[config.mk]
export PLATFORM = sky130hd
export DESIGN_NAME = rom_ram_bank_mapper_core
export DESIGN_NICKNAME = d
export VERILOG_FILES = /design/src/rtl/rrbm_pkg.sv /design/src/rtl/rom_ram_bank_mapper_core.sv
export SDC_FILE = /design/constraint.sdc
export NUM_CORES = 1
export LEC_CHECK = 0
export ABC_AREA = 1
export ABC_CLOCK_PERIOD_IN_PS = 4110
export BUFFER_PORTS_ARGS = -buffer_cell sky130_fd_sc_hd__buf_2
export CAP_MARGIN = 20
export CORE_ASPECT_RATIO = 0.7
export CORE_UTILIZATION = 50
export DETAILED_ROUTE_END_ITERATION = 8
export PLACE_DENSITY = 0.84
export SLEW_MARGIN = 10
export SYNTH_ARGS = -nofsm -noshare
export SYNTH_HDL_FRONTEND = slang
export SYNTH_SLANG_ARGS = --single-unit
[constraint.sdc]
create_clock -name clock -period 4.11 [get_ports clock]
set_clock_uncertainty 0.1 [all_clocks]
set_input_delay 0.6165 -clock clock [delete_from_list [all_inputs] [get_ports clock]]
set_output_delay 0.6165 -clock clock [all_outputs]
set_load 0.01 [all_outputs]
[src/rtl/rrbm_pkg.sv]
`timescale 1ns / 1ps
// ----------------------------------------------------------------------------
// rrbm_pkg
// Shared widths, operation codes and the ROM bank mask table of the
// cartridge bank mapper.
// ----------------------------------------------------------------------------
package rrbm_pkg;

   localparam int ADDR_W      = 16;
   localparam int DATA_W      = 8;
   localparam int OP_W        = 2;
   localparam int OFFSET_W    = 21;
   localparam int BANK_W      = 7;
   localparam int LOW_BANK_W  = 5;
   localparam int UPPER_W     = 2;
   localparam int ROM_SIZE_W  = 3;
   localparam int RAM_SIZE_W  = 2;
   localparam int CSR_DATA_W  = 3;
   localparam int BANK_BITS   = 14;   // 16 KB ROM bank

   localparam int REQ_DATA_W  = 24;   // address + data, byte aligned
   localparam int RSP_DATA_W  = 24;   // mapped offset, byte aligned

   // request operations
   localparam logic [OP_W-1:0] OP_REG_WRITE = 2'd0;
   localparam logic [OP_W-1:0] OP_ROM_READ  = 2'd1;
   localparam logic [OP_W-1:0] OP_RAM_XLATE = 2'd2;

   // register write regions, address bits 14:13
   localparam logic [1:0] WR_RAM_ENABLE = 2'd0;
   localparam logic [1:0] WR_LOW_BANK   = 2'd1;
   localparam logic [1:0] WR_UPPER_BANK = 2'd2;
   localparam logic [1:0] WR_MODE       = 2'd3;

   // configuration register indexes
   localparam logic CSR_ROM_SIZE = 1'b0;
   localparam logic CSR_RAM_SIZE = 1'b1;

   // ram size codes
   localparam logic [RAM_SIZE_W-1:0] RAM_NONE = 2'd0;
   localparam logic [RAM_SIZE_W-1:0] RAM_2K   = 2'd1;

   localparam logic [3:0] RAM_KEY = 4'hA;

   function automatic logic [BANK_W-1:0] rom_bank_mask(input logic [ROM_SIZE_W-1:0] code);
      logic [BANK_W-1:0] m;
      case (code)
         3'd0:    m = 7'h01;
         3'd1:    m = 7'h03;
         3'd2:    m = 7'h07;
         3'd3:    m = 7'h0F;
         3'd4:    m = 7'h1F;
         3'd5:    m = 7'h3F;
         3'd6:    m = 7'h7F;
         default: m = 7'h7F;
      endcase
      return m;
   endfunction

endpackage

[src/rtl/rom_ram_bank_mapper_core.sv]
`timescale 1ns / 1ps
// ----------------------------------------------------------------------------
// rom_ram_bank_mapper_core
// Cartridge bank controller: bank register writes, ROM and RAM address
// translation into byte offsets of the ROM and RAM images.
// ----------------------------------------------------------------------------
//  channel | dir | payload
//  req_    | in  | tuser: op; tdata: address, data
//  rsp_    | out | tuser: hit; tdata: mapped_offset
//  csr_    | in  | we, index, wdata (write only)
//
//  a request is registered in the input stage, then translated and written
//  to the result register, from which rsp_ takes it.
//  one request per cycle while the result is not stalled; the translate
//  stage also updates the bank registers, in request order.
//  a stalled result holds both stages once they are full; only then does
//  req_tready follow rsp_tready.
//  synchronous reset clears the bank state to ROM mode, bank 1, RAM off.
// ----------------------------------------------------------------------------
module rom_ram_bank_mapper_core
   import rrbm_pkg::*;
(
   input  logic                  clock,
   input  logic                  reset,
   input  logic                  req_tvalid,
   output logic                  req_tready,
   input  logic [REQ_DATA_W-1:0] req_tdata,   // [15:0] address, [23:16] data
   input  logic [OP_W-1:0]       req_tuser,   // [1:0] op
   output logic                  rsp_tvalid,
   input  logic                  rsp_tready,
   output logic [RSP_DATA_W-1:0] rsp_tdata,   // [20:0] mapped_offset, [23:21] zero
   output logic                  rsp_tuser,   // [0] hit
   input  logic                  csr_we,
   input  logic                  csr_index,
   input  logic [CSR_DATA_W-1:0] csr_wdata
);

   logic                  s1_valid_ff;
   logic [OP_W-1:0]       s1_op_ff;
   logic [ADDR_W-1:0]     s1_addr_ff;
   logic [DATA_W-1:0]     s1_data_ff;

   logic                  out_valid_ff;
   logic [OFFSET_W-1:0]   out_offset_ff, out_offset_in;
   logic                  out_hit_ff, out_hit_in;

   logic [ROM_SIZE_W-1:0] rom_size_ff;
   logic [RAM_SIZE_W-1:0] ram_size_ff;
   logic [LOW_BANK_W-1:0] low_bank_ff, low_bank_in;
   logic [UPPER_W-1:0]    upper_bank_ff, upper_bank_in;
   logic                  ram_mode_ff, ram_mode_in;
   logic                  ram_en_ff, ram_en_in;

   logic                  advance;
   logic                  s1_fire;

   assign advance    = !out_valid_ff || rsp_tready;
   assign s1_fire    = s1_valid_ff && advance;
   assign req_tready = !s1_valid_ff || advance;

   // translate stage
   always_comb begin
      logic [BANK_W-1:0]     full;
      logic [BANK_W-1:0]     mask;
      logic [BANK_W-1:0]     bank;
      logic [UPPER_W-1:0]    ram_bank;
      logic [LOW_BANK_W-1:0] low_val;
      full          = {upper_bank_ff, low_bank_ff};
      mask          = rom_bank_mask(rom_size_ff);
      bank          = '0;
      ram_bank      = ram_mode_ff ? upper_bank_ff : '0;
      low_val       = s1_data_ff[LOW_BANK_W-1:0];
      out_offset_in = '0;
      out_hit_in    = 1'b0;
      low_bank_in   = low_bank_ff;
      upper_bank_in = upper_bank_ff;
      ram_mode_in   = ram_mode_ff;
      ram_en_in     = ram_en_ff;
      case (s1_op_ff)
         OP_REG_WRITE: begin
            if (!s1_addr_ff[15]) begin
               out_hit_in = 1'b1;
               case (s1_addr_ff[14:13])
                  WR_RAM_ENABLE: ram_en_in     = (s1_data_ff[3:0] == RAM_KEY);
                  WR_LOW_BANK:   low_bank_in   = (low_val == '0) ?
                                                 LOW_BANK_W'(1) : low_val;
                  WR_UPPER_BANK: upper_bank_in = s1_data_ff[UPPER_W-1:0];
                  default:       ram_mode_in   = s1_data_ff[0];
               endcase
            end
         end
         OP_ROM_READ: begin
            if (!s1_addr_ff[15]) begin
               out_hit_in = 1'b1;
               if (!s1_addr_ff[14]) begin
                  // bank 0 space follows the upper bits only in RAM mode
                  bank = ram_mode_ff ? (full & mask & 7'h60) : '0;
               end else begin
                  bank = (ram_mode_ff ? {2'b00, low_bank_ff} : full) & mask;
               end
               out_offset_in = {bank, s1_addr_ff[BANK_BITS-1:0]};
            end
         end
         OP_RAM_XLATE: begin
            if (ram_en_ff && (ram_size_ff != RAM_NONE)) begin
               if (ram_size_ff == RAM_2K) begin
                  out_hit_in    = (s1_addr_ff[15:11] == '0);
                  out_offset_in = {8'd0, ram_bank, s1_addr_ff[10:0]};
               end else begin
                  out_hit_in    = (s1_addr_ff[15:13] == '0);
                  out_offset_in = {6'd0, ram_bank, s1_addr_ff[12:0]};
               end
               if (!out_hit_in) begin
                  out_offset_in = '0;
               end
            end
         end
         default: begin
            out_hit_in = 1'b0;
         end
      endcase
   end

   // control and bank state
   always_ff @(posedge clock) begin
      if (reset) begin
         s1_valid_ff   <= 1'b0;
         out_valid_ff  <= 1'b0;
         rom_size_ff   <= '0;
         ram_size_ff   <= '0;
         low_bank_ff   <= LOW_BANK_W'(1);
         upper_bank_ff <= '0;
         ram_mode_ff   <= 1'b0;
         ram_en_ff     <= 1'b0;
      end else begin
         if (req_tready) begin
            s1_valid_ff <= req_tvalid;
         end
         if (advance) begin
            out_valid_ff <= s1_valid_ff;
         end
         if (s1_fire) begin
            low_bank_ff   <= low_bank_in;
            upper_bank_ff <= upper_bank_in;
            ram_mode_ff   <= ram_mode_in;
            ram_en_ff     <= ram_en_in;
         end
         if (csr_we) begin
            case (csr_index)
               CSR_ROM_SIZE: rom_size_ff <= csr_wdata;
               CSR_RAM_SIZE: ram_size_ff <= csr_wdata[RAM_SIZE_W-1:0];
               default:      rom_size_ff <= rom_size_ff;
            endcase
         end
      end
   end

   // payload
   always_ff @(posedge clock) begin
      if (req_tready && req_tvalid) begin
         s1_op_ff   <= req_tuser;
         s1_addr_ff <= req_tdata[ADDR_W-1:0];
         s1_data_ff <= req_tdata[ADDR_W+DATA_W-1:ADDR_W];
      end
      if (s1_fire) begin
         out_offset_ff <= out_offset_in;
         out_hit_ff    <= out_hit_in;
      end
   end

   assign rsp_tvalid = out_valid_ff;
   assign rsp_tdata  = {(RSP_DATA_W-OFFSET_W)'(0), out_offset_ff};
   assign rsp_tuser  = out_hit_ff;

   a_low_bank_nonzero: assert property (@(posedge clock) disable iff (reset)
      low_bank_ff != '0)
      else $error("low bank register holds zero");

   a_miss_zero_offset: assert property (@(posedge clock) disable iff (reset)
      rsp_tvalid && !rsp_tuser |-> out_offset_ff == '0)
      else $error("miss carries a nonzero offset");

   a_stall_keeps_stage: assert property (@(posedge clock) disable iff (reset)
      s1_valid_ff && !advance |=> s1_valid_ff)
      else $error("request lost in input stage during stall");

   a_state_only_on_write: assert property (@(posedge clock) disable iff (reset)
      !(s1_fire && s1_op_ff == OP_REG_WRITE) |=>
         $stable(low_bank_ff) && $stable(upper_bank_ff) && $stable(ram_mode_ff))
      else $error("bank state changed without a register write");

endmodule
==> results_dict.tcl, run 1 <==
set metrics [dict create \
    status "complete, no violations" \
    synth_area_sq_um 2510 \
    grt_max_degree 25 \
    cts_made_buffers 9 \
    arrival_ps 1950 \
    grt_pass1_wl_um 6930 \
    combPwrFrac_pct 6.2 \
    endpoint_kind "register" \
    clk_pin_slew_ps 70 \
    yosysTopAreaCell "edfxtp_1" \
    setup_tns_ps 0 \
    cts_resized 0 \
    leakagePower_uw 0.00131 \
    path_depth 6 \
    wl_per_cell_um 12.3 \
    clock_power_share_pct 41.4 \
    top_usage_layer "met2" \
    rsz0062_at_grt "no" \
    initial_core_util_pct 52.3 \
    yosysWarnings 0 \
    cellPowerDensity_nw_per_um2 439 \
    tightest_slew_ps 864 \
    antenna_found_initial 0 \
    timing.fmax_mhz 503 \
    crit_path_top_delay_cell "inv_1" \
    hold_viol 0 \
    clkLatencyLatePin_ps 340 \
    numPortBuffers 55 \
    drc_errors 0 \
    worstPathRequired_ps 4070 \
    postCtsHoldBufs 0 \
    seqPwrFrac_pct 52.4 \
    gr-usage-met1_pct 22.1 \
    drt_iter0_markers 106 \
    htreeDepth 3 \
    dieArea_sq_um 5320 \
    diodes 0 \
    ys_ff_latch 61 \
    endpoint "out_offset_ff[8]" \
    rr_endpoint "out_offset_ff[8]" \
    viasPerCell 4.78 \
    worst-path-buf-inv 3 \
    r2r_slack_ps 2120 \
    critPathKind "register to register" \
    drv_slew 0 \
    crit_path_cell_trace "inv_1 -> ha_1 -> inv_1 -> nor2_4 -> inv_1 -> a21oi_1" \
    drt-total-wl_um 4530 \
    fillers 387 \
    grt_pass1_vias 1550 \
    finalCriticalPeriod_ps 1990 \
    grt_overflow_total 0 \
    synth.avg_cell_area_sq_um 10.8 \
    maxSlewHeadroom_pct 42.4 \
    synth_seq_area_share_pct 66.5 \
    post-cts-setup-buffers 0 \
    grt_usage_pct 18.5 \
    irDropWorstVdd_mv 0.275 \
    core_area_sq_um 4810 \
    cp_max_fo 11 \
    clockRootBuffer "clkbuf_8" \
    drive_above_1_share_pct 28.7 \
    power_switching_uw 282 \
    place.gp.congestion 0.893 \
    layout_commonest_cell "buf_2" \
    met2_usage_pct 29.0 \
    ios 62 \
    finalSetupViolations 0 \
    dp_hpwl_um 3250 \
    cts_buffer_depth 2 \
    synth.distinct_cells 23 \
    r2r-start "s1_op_ff[0]" \
    ant_nets 0 \
    synthCells 232 \
    fin_hold_ws_ps 343 \
    clock-sinks 61 \
    fp.dieW_um 86.7 \
    cpMostUsedCell "inv_1" \
    slowest_delay_ps 410 \
    grt_use_met3_pct 8.98 \
    power_switching_share_pct 21.1 \
    nNetsFinal 334 \
    reg2reg_depth 6 \
    cts_tree "done" \
    startpoint "s1_op_ff[0]" \
    num_vias 1763 \
    intPower_uw 1060 \
    synth_area_leaders "edfxtp_1 (54%), dfxtp_1 (13%), nand2_1 (5.7%)" \
    crit_path_start_kind "register" \
    drt_pass1_iterations 5 \
    maxCapViolCount 0 \
    areaGrowthSynthToFinish_pct 21.5 \
    die_height_um 61.3 \
    critical-path-top-delay-family "buffers and inverters" \
    mostFrequentLayoutCells "buf_2 (55), edfxtp_1 (45), nand2_1 (38)" \
    yosysTopAreaCellShare_pct 53.8 \
    hp-class "input port to register" \
    min_period_over_period_pct 48.4 \
    fp-row-count 21 \
]
[worst min path at each step]
stage                   startpoint             end  cells after the start
floorplan           low_bank_ff[2]  low_bank_ff[2]                      2
global placement    low_bank_ff[3]  low_bank_ff[3]                      2
detailed placement  rom_size_ff[0]  rom_size_ff[0]                      2
CTS                  req_tdata[15]  s1_addr_ff[15]                      1
global route          req_tdata[4]   s1_addr_ff[4]                      1
finish               req_tdata[15]  s1_addr_ff[15]                      1
[cell families (layout without fill, tap and decap cells)]
kind of cell	count (synthesis)	in the layout	share of synthesized area, %
AOI/OAI and AO/OA	38	38	9.31
adders and majority gates	4	4	1.99
xor gates and xnor gates	1	1	0.348
buffers and inverters	43	109	7.37
and+or+nand+nor	84	84	14.3
DFF	61	61	66.5
other	1	3	0.149
[worst reg2reg max path: cells and delay by family (launching register included)]
family | cells | cell delay, ps
flops | 1 | 380
compound gates | 1 | 170
buf+inv | 3 | 610
fa+ha+maj | 1 | 380
simple gates | 1 | 60
[metrics by stage]
stage / area, sq um / worst slack (ps) / util, % / cells / power, uW
2_1_floorplan: 2520 / 1760 / - / 234 / 763
3_3_place_gp: 2850 / 2090 / 59.2 / 353 / 792
3_5_place_dp: 2850 / 2020 / 59.2 / 353 / 797
4_1_cts: 3050 / 2140 / 63.5 / 369 / 1350
5_1_grt: 3050 / 2050 / 63.5 / 369 / 1390
6_report: 3050 / 2120 / 63.5 / 369 / 1340
[power by group through the flow]
stage	clock [uW]	sequential, uW	combinational (uW)
after global placement	0	713	79.1
after global routing	588	704	95.0
after CTS	562	702	83.4
after floorplan	0	716	47.4
final	555	701	83.3
after detailed placement	0	715	82.9
[cell usage after synthesis]
library cell	n
a21oi_1	11
dfxtp_1	16
o21ai_0	14
nand3_2	1
inv_1	37
xor2_1	1
a21oi_2	10
nand2_1	38
nand3_1	14
conb_1	1
nor3_1	1
ha_1	4
nor2_1	24
buf_2	1
o211ai_1	1
buf_4	4
o31ai_1	1
nor2_4	1
nor2_2	3
edfxtp_1	45
buf_6	1
nand4_1	2
o22ai_1	1
[flip-flops by register name, summed over array words and instances (netlist names)]
name and cells:
ram_en_ff 1, out_offset_ff 21, low_bank_ff 5, upper_bank_ff 2
rsp_tvalid 1, s1_valid_ff 1, s1_op_ff 2, ram_size_ff 2
s1_data_ff 5, rsp_tuser 1, s1_addr_ff 16, rom_size_ff 3
ram_mode_ff 1
[per-layer routing]
| metal | up-vias | wire length, um |
|---|---|---|
| met5 | - | 0 |
| li1 | 898 | - |
| met2 | 69 | 2150 |
| met1 | 787 | 1960 |
| met3 | 9 | 352 |
| met4 | 0 | 67 |
[cell type report]
type,count,area [sq um],share of cell area (%)
Clock inverter,5,75.1,2.46
Clock buffer,11,131,4.30
Multi-Input combinational cell,130,668,21.9
Timing Repair Buffer,56,283,9.26
Inverter,37,139,4.55
Sequential cell,61,1670,54.7
Tap cell,69,86.3,2.83
(Power assumes the default switching activity.)
==> run 2: changes to the inputs <==
Settings changed: ABC_CLOCK_PERIOD_IN_PS 4110 to 2000.
Clock period 4.11 ns to 2 ns, I/O delays scaled along.
==> results_dict.tcl, run 2 (synthesis gave the netlist of run 1 again) <==
set metrics [dict create \
    status "complete, no violations" \
    worstPathRequired_ps 2090 \
    cpMostUsedCell "inv_1" \
    slowest_delay_ps 390 \
    fp.dieW_um 86.7 \
    hold_viol 0 \
    initial_core_util_pct 52.3 \
    critPathKind "register to register" \
    clkLatencyLatePin_ps 340 \
    crit_path_start_kind "register" \
    placed_area_sq_um 2860 \
    crit_path_top_delay_cell "ha_1" \
    final_cell_area_sq_um 3070 \
    grt_pass1_wl_um 6630 \
    critical-path-top-delay-family "buffers and inverters" \
    fp-row-count 21 \
    cts_tree "done" \
    core_area_sq_um 4810 \
    reg.largest.list "out_offset_ff: 21 flops, s1_addr_ff: 16 flops" \
    place.gp.congestion 0.866 \
    numPortBuffers 55 \
    hp-class "input port to register" \
    cp_max_fo 11 \
    clk_pin_slew_ps 60 \
    min_period_over_period_pct 92.4 \
    power_switching_uw 561 \
    crit_path_cell_trace "inv_1 -> ha_1 -> inv_1 -> nor2_4 -> clkinvlp_4 -> buf_12 -> a21oi_2" \
    path_depth 7 \
    setup_tns_ps 0 \
    postCtsHoldBufs 0 \
    finalCriticalPeriod_ps 1850 \
    rsz0062_at_grt "no" \
    finalSetupViolations 0 \
    arrival_ps 1930 \
    antenna_found_initial 0 \
    ant_nets 0 \
    drc_errors 0 \
    endpoint_kind "register" \
    htreeDepth 3 \
    worst-path-buf-inv 4 \
    drt-total-wl_um 4350 \
    clock-sinks 61 \
    intPower_uw 2090 \
    clock_power_share_pct 39.0 \
    wl_per_cell_um 11.7 \
    drv_slew 0 \
    die_height_um 61.3 \
    areaGrowthSynthToFinish_pct 22.2 \
    clockRootBuffer "clkbuf_8" \
    reg2reg_depth 7 \
    hold_depth 1 \
    ios 62 \
    num_vias 1738 \
    viasPerCell 4.67 \
    power_switching_share_pct 21.2 \
    grt_max_degree 25 \
    mostFrequentLayoutCells "buf_2 (55), edfxtp_1 (45), nand2_1 (38)" \
    combPwrFrac_pct 6.6 \
    grt_usage_pct 17.8 \
    seqPwrFrac_pct 54.4 \
    drt_iter0_markers 108 \
    maxCapViolCount 0 \
    dp_hpwl_um 3120 \
    multi_input_area_sq_um 668 \
    layout_commonest_cell "buf_2" \
    nNetsFinal 337 \
    largest_reg_flops 21 \
    largest_register "out_offset_ff" \
    diodes 0 \
    regArea_sq_um 1670 \
    cellPowerDensity_nw_per_um2 862 \
    fillers 375 \
    irDropWorstVdd_mv 0.464 \
    cts_made_buffers 9 \
    drt_pass1_iterations 4 \
    timing.fmax_mhz 541 \
    drive_above_1_share_pct 28.7 \
    leakagePower_uw 0.00131 \
    grt_pass1_vias 1410 \
    grt_overflow_total 0 \
    totalPowerFinal_uw 2650 \
    cts_buffer_depth 2 \
    dieArea_sq_um 5320 \
]
==> run 2: final timing paths <==
| path | endpoint | slack [ps] | start |
|---|---|---|---|
| max | out_offset_ff[3] | 150 | s1_op_ff[0] |
| min reg2reg | low_bank_ff[3] | 380 | low_bank_ff[3] |
| max reg2reg | out_offset_ff[3] | 150 | s1_op_ff[0] |
| min | s1_addr_ff[3] | 30 | req_tdata[3] |
==> run 2: area by class of cell <==
cell class,instances,area share (%)
sequential,61,54.4
multi-input combinational,130,21.7
timing repair buffer,59,10.3
clock buffer,14,4.97
inverter,37,4.64
tap,69,2.81
clock inverter,2,1.10
==> run 2: power by group through the flow <==
| stage | Sequential (uW) | Clock, uW | Combinational (uW) |
|---|---|---|---|
| final | 1440 | 1030 | 176 |
| after global routing | 1440 | 1130 | 197 |
| after CTS | 1440 | 1050 | 171 |
| after detailed placement | 1470 | 0 | 171 |
| after global placement | 1470 | 0 | 165 |
| after floorplan | 1470 | 0 | 98.0 |
==> run 2: through the flow <==
stage	worst slack, ps	utilization (%)	std cells	hold slack, ps
after floorplan	422	-	234	269
after global placement	147	59.5	355	371
after detailed placement	53.7	59.5	355	375
after CTS	44.6	63.4	371	18.9
after global routing	38.7	63.9	372	6.88
final	152	63.9	372	33.8
==> run 2: per-layer routing <==
| metal | vias up | global-route usage, % | wire length (um) |
|---|---|---|---|
| li1 | 902 | - | - |
| met1 | 781 | 22.9 | 2050 |
| met2 | 50 | 26.2 | 1990 |
| met5 | - | 0 | 0 |
| met4 | 0 | 5.71 | 22 |
| met3 | 5 | 9.38 | 286 |
==> run 2: repair_timing <==
item,in CTS,in global routing
gates resized for setup,0,1
endpoints found under the hold margin,0,0
buffers inserted,0,1
setup endpoints to repair,0,10
==> run 3: changes to the inputs <==
Settings changed: CORE_ASPECT_RATIO 0.7 to unset.
==> results_dict.tcl, run 3 (synthesis gave the netlist of run 1 again) <==
set metrics [dict create \
    status "complete, no violations" \
    setup_tns_ps 0 \
    drv_slew 0 \
    post-cts-setup-buffers 0 \
    maxCapViolCount 0 \
    grt_pass1_wl_um 6860 \
    initial_core_util_pct 52.5 \
    diodes 0 \
    antenna_found_initial 0 \
    finalCriticalPeriod_ps 1750 \
    mostFrequentLayoutCells "buf_2 (55), edfxtp_1 (45), nand2_1 (38)" \
    irDropWorstVdd_mv 0.481 \
    numPortBuffers 55 \
    areaGrowthSynthToFinish_pct 21.2 \
    viasPerCell 4.58 \
    critPathKind "register to register" \
    dieArea_sq_um 5320 \
    crit_path_cell_trace "inv_1 -> ha_1 -> inv_1 -> nor2_4 -> inv_1 -> buf_4 -> a21oi_2" \
    timing.fmax_mhz 572 \
    htreeDepth 3 \
    cp_max_fo 11 \
    arrival_ps 1830 \
    drc_errors 0 \
    ios 62 \
    dp_cells 355 \
    clock-sinks 61 \
    postCtsHoldBufs 0 \
    num_vias 1698 \
    leakagePower_uw 0.00131 \
    cts_resized 0 \
    grt_pass1_vias 1529 \
    fp.dieW_um 72.9 \
    cts_buffer_depth 2 \
    cpMostUsedCell "inv_1" \
    slowest_delay_ps 390 \
    grt_max_degree 25 \
    largest_reg_flops 21 \
    finalSetupViolations 0 \
    fp-row-count 25 \
    drt_pass1_iterations 4 \
    drt-total-wl_um 4180 \
    clockRootBuffer "clkbuf_8" \
    wl_per_cell_um 11.3 \
    drive_above_1_share_pct 28.9 \
    hold_viol 0 \
    clkLatencyLatePin_ps 330 \
    place.gp.congestion 0.858 \
    crit_path_start_kind "register" \
    rsz0062_at_grt "no" \
    min_period_over_period_pct 87.4 \
    crit_path_top_delay_cell "edfxtp_1" \
    nNetsFinal 338 \
    worstPathRequired_ps 2080 \
    clk_pin_slew_ps 70 \
    cellPowerDensity_nw_per_um2 839 \
    cts_tree "done" \
    stdcell_count 371 \
    cts_made_buffers 9 \
    dp_hpwl_um 2950 \
    fillers 380 \
    grt_overflow_total 0 \
    endpoint_kind "register" \
    ant_nets 0 \
    die_height_um 72.9 \
    core_area_sq_um 4790 \
    hp-class "input port to register" \
    grt_usage_pct 18.2 \
    layout_commonest_cell "buf_2" \
    drt_iter0_markers 124 \
    largest_register "out_offset_ff" \
    reg.largest.list "out_offset_ff: 21 flops, s1_addr_ff: 16 flops" \
]
-- run 3: changes by cell type in the layout (fill, tap and decap cells not counted) --
| cell | delta |
|---|---|
| inv_1 | +1 |
| buf_12 | -1 |
| clkbuf_8 | +1 |
| buf_4 | +2 |
| clkinv_2 | +1 |
| bufinv_16 | -1 |
| clkbuf_1 | -1 |
| clkinvlp_4 | -1 |
-- run 3: worst paths after layout --
kind | cells past startpoint | slack, ps | start | to
max | 7 | 250 | s1_op_ff[0] | out_offset_ff[5]
min | 1 | 40 | req_tdata[9] | s1_addr_ff[9]
max reg2reg | 7 | 250 | s1_op_ff[0] | out_offset_ff[5]
min reg2reg | 2 | 390 | low_bank_ff[3] | low_bank_ff[3]
-- run 3: worst max-delay path: cells and delay by family, from the launching register on --
kind | cells | cell delay, ps
buffers and inverters | 4 | 420
and+or+nand+nor | 1 | 160
adders and majority gates | 1 | 380
DFF | 1 | 390
AOI/OAI and AO/OA | 1 | 150
-- run 3: report_power, final --
group / internal (uW) / switching [uW] / leakage (uW)
sequential: 1420 / 25.4 / 0.000579
combinational: 65.2 / 107 / 0.000639
clock: 513 / 430 / 0.0000881
-- run 3: per-stage QoR --
stage | worst slack (ps) | total power, uW | hold slack [ps] | utilization, % | instance area (sq um)
global route | 124 | 2650 | 20.4 | 63.7 | 3050
global placement | 336 | 1630 | 372 | 60.1 | 2880
CTS | 248 | 2580 | 23.8 | 63.7 | 3050
detailed placement | 265 | 1640 | 378 | 60.1 | 2880
finish | 252 | 2560 | 41.0 | 63.7 | 3050
floorplan | 422 | 1570 | 269 | - | 2520
-- run 3: layout make-up --
type / count / area [sq um] / share of cell area [%]
inverter: 37 / 139 / 4.56
multi-input combinational: 130 / 668 / 21.9
timing repair buffer: 60 / 313 / 10.3
sequential: 61 / 1670 / 54.9
clock buffer: 14 / 163 / 5.34
tap: 67 / 83.8 / 2.75
clock inverter: 2 / 8.76 / 0.287
-- run 3: routing by layer --
metal	track usage, %	wire [um]
met5	0	0
met4	13.7	49
met3	4.14	219
met2	28.6	2030
met1	21.9	1890
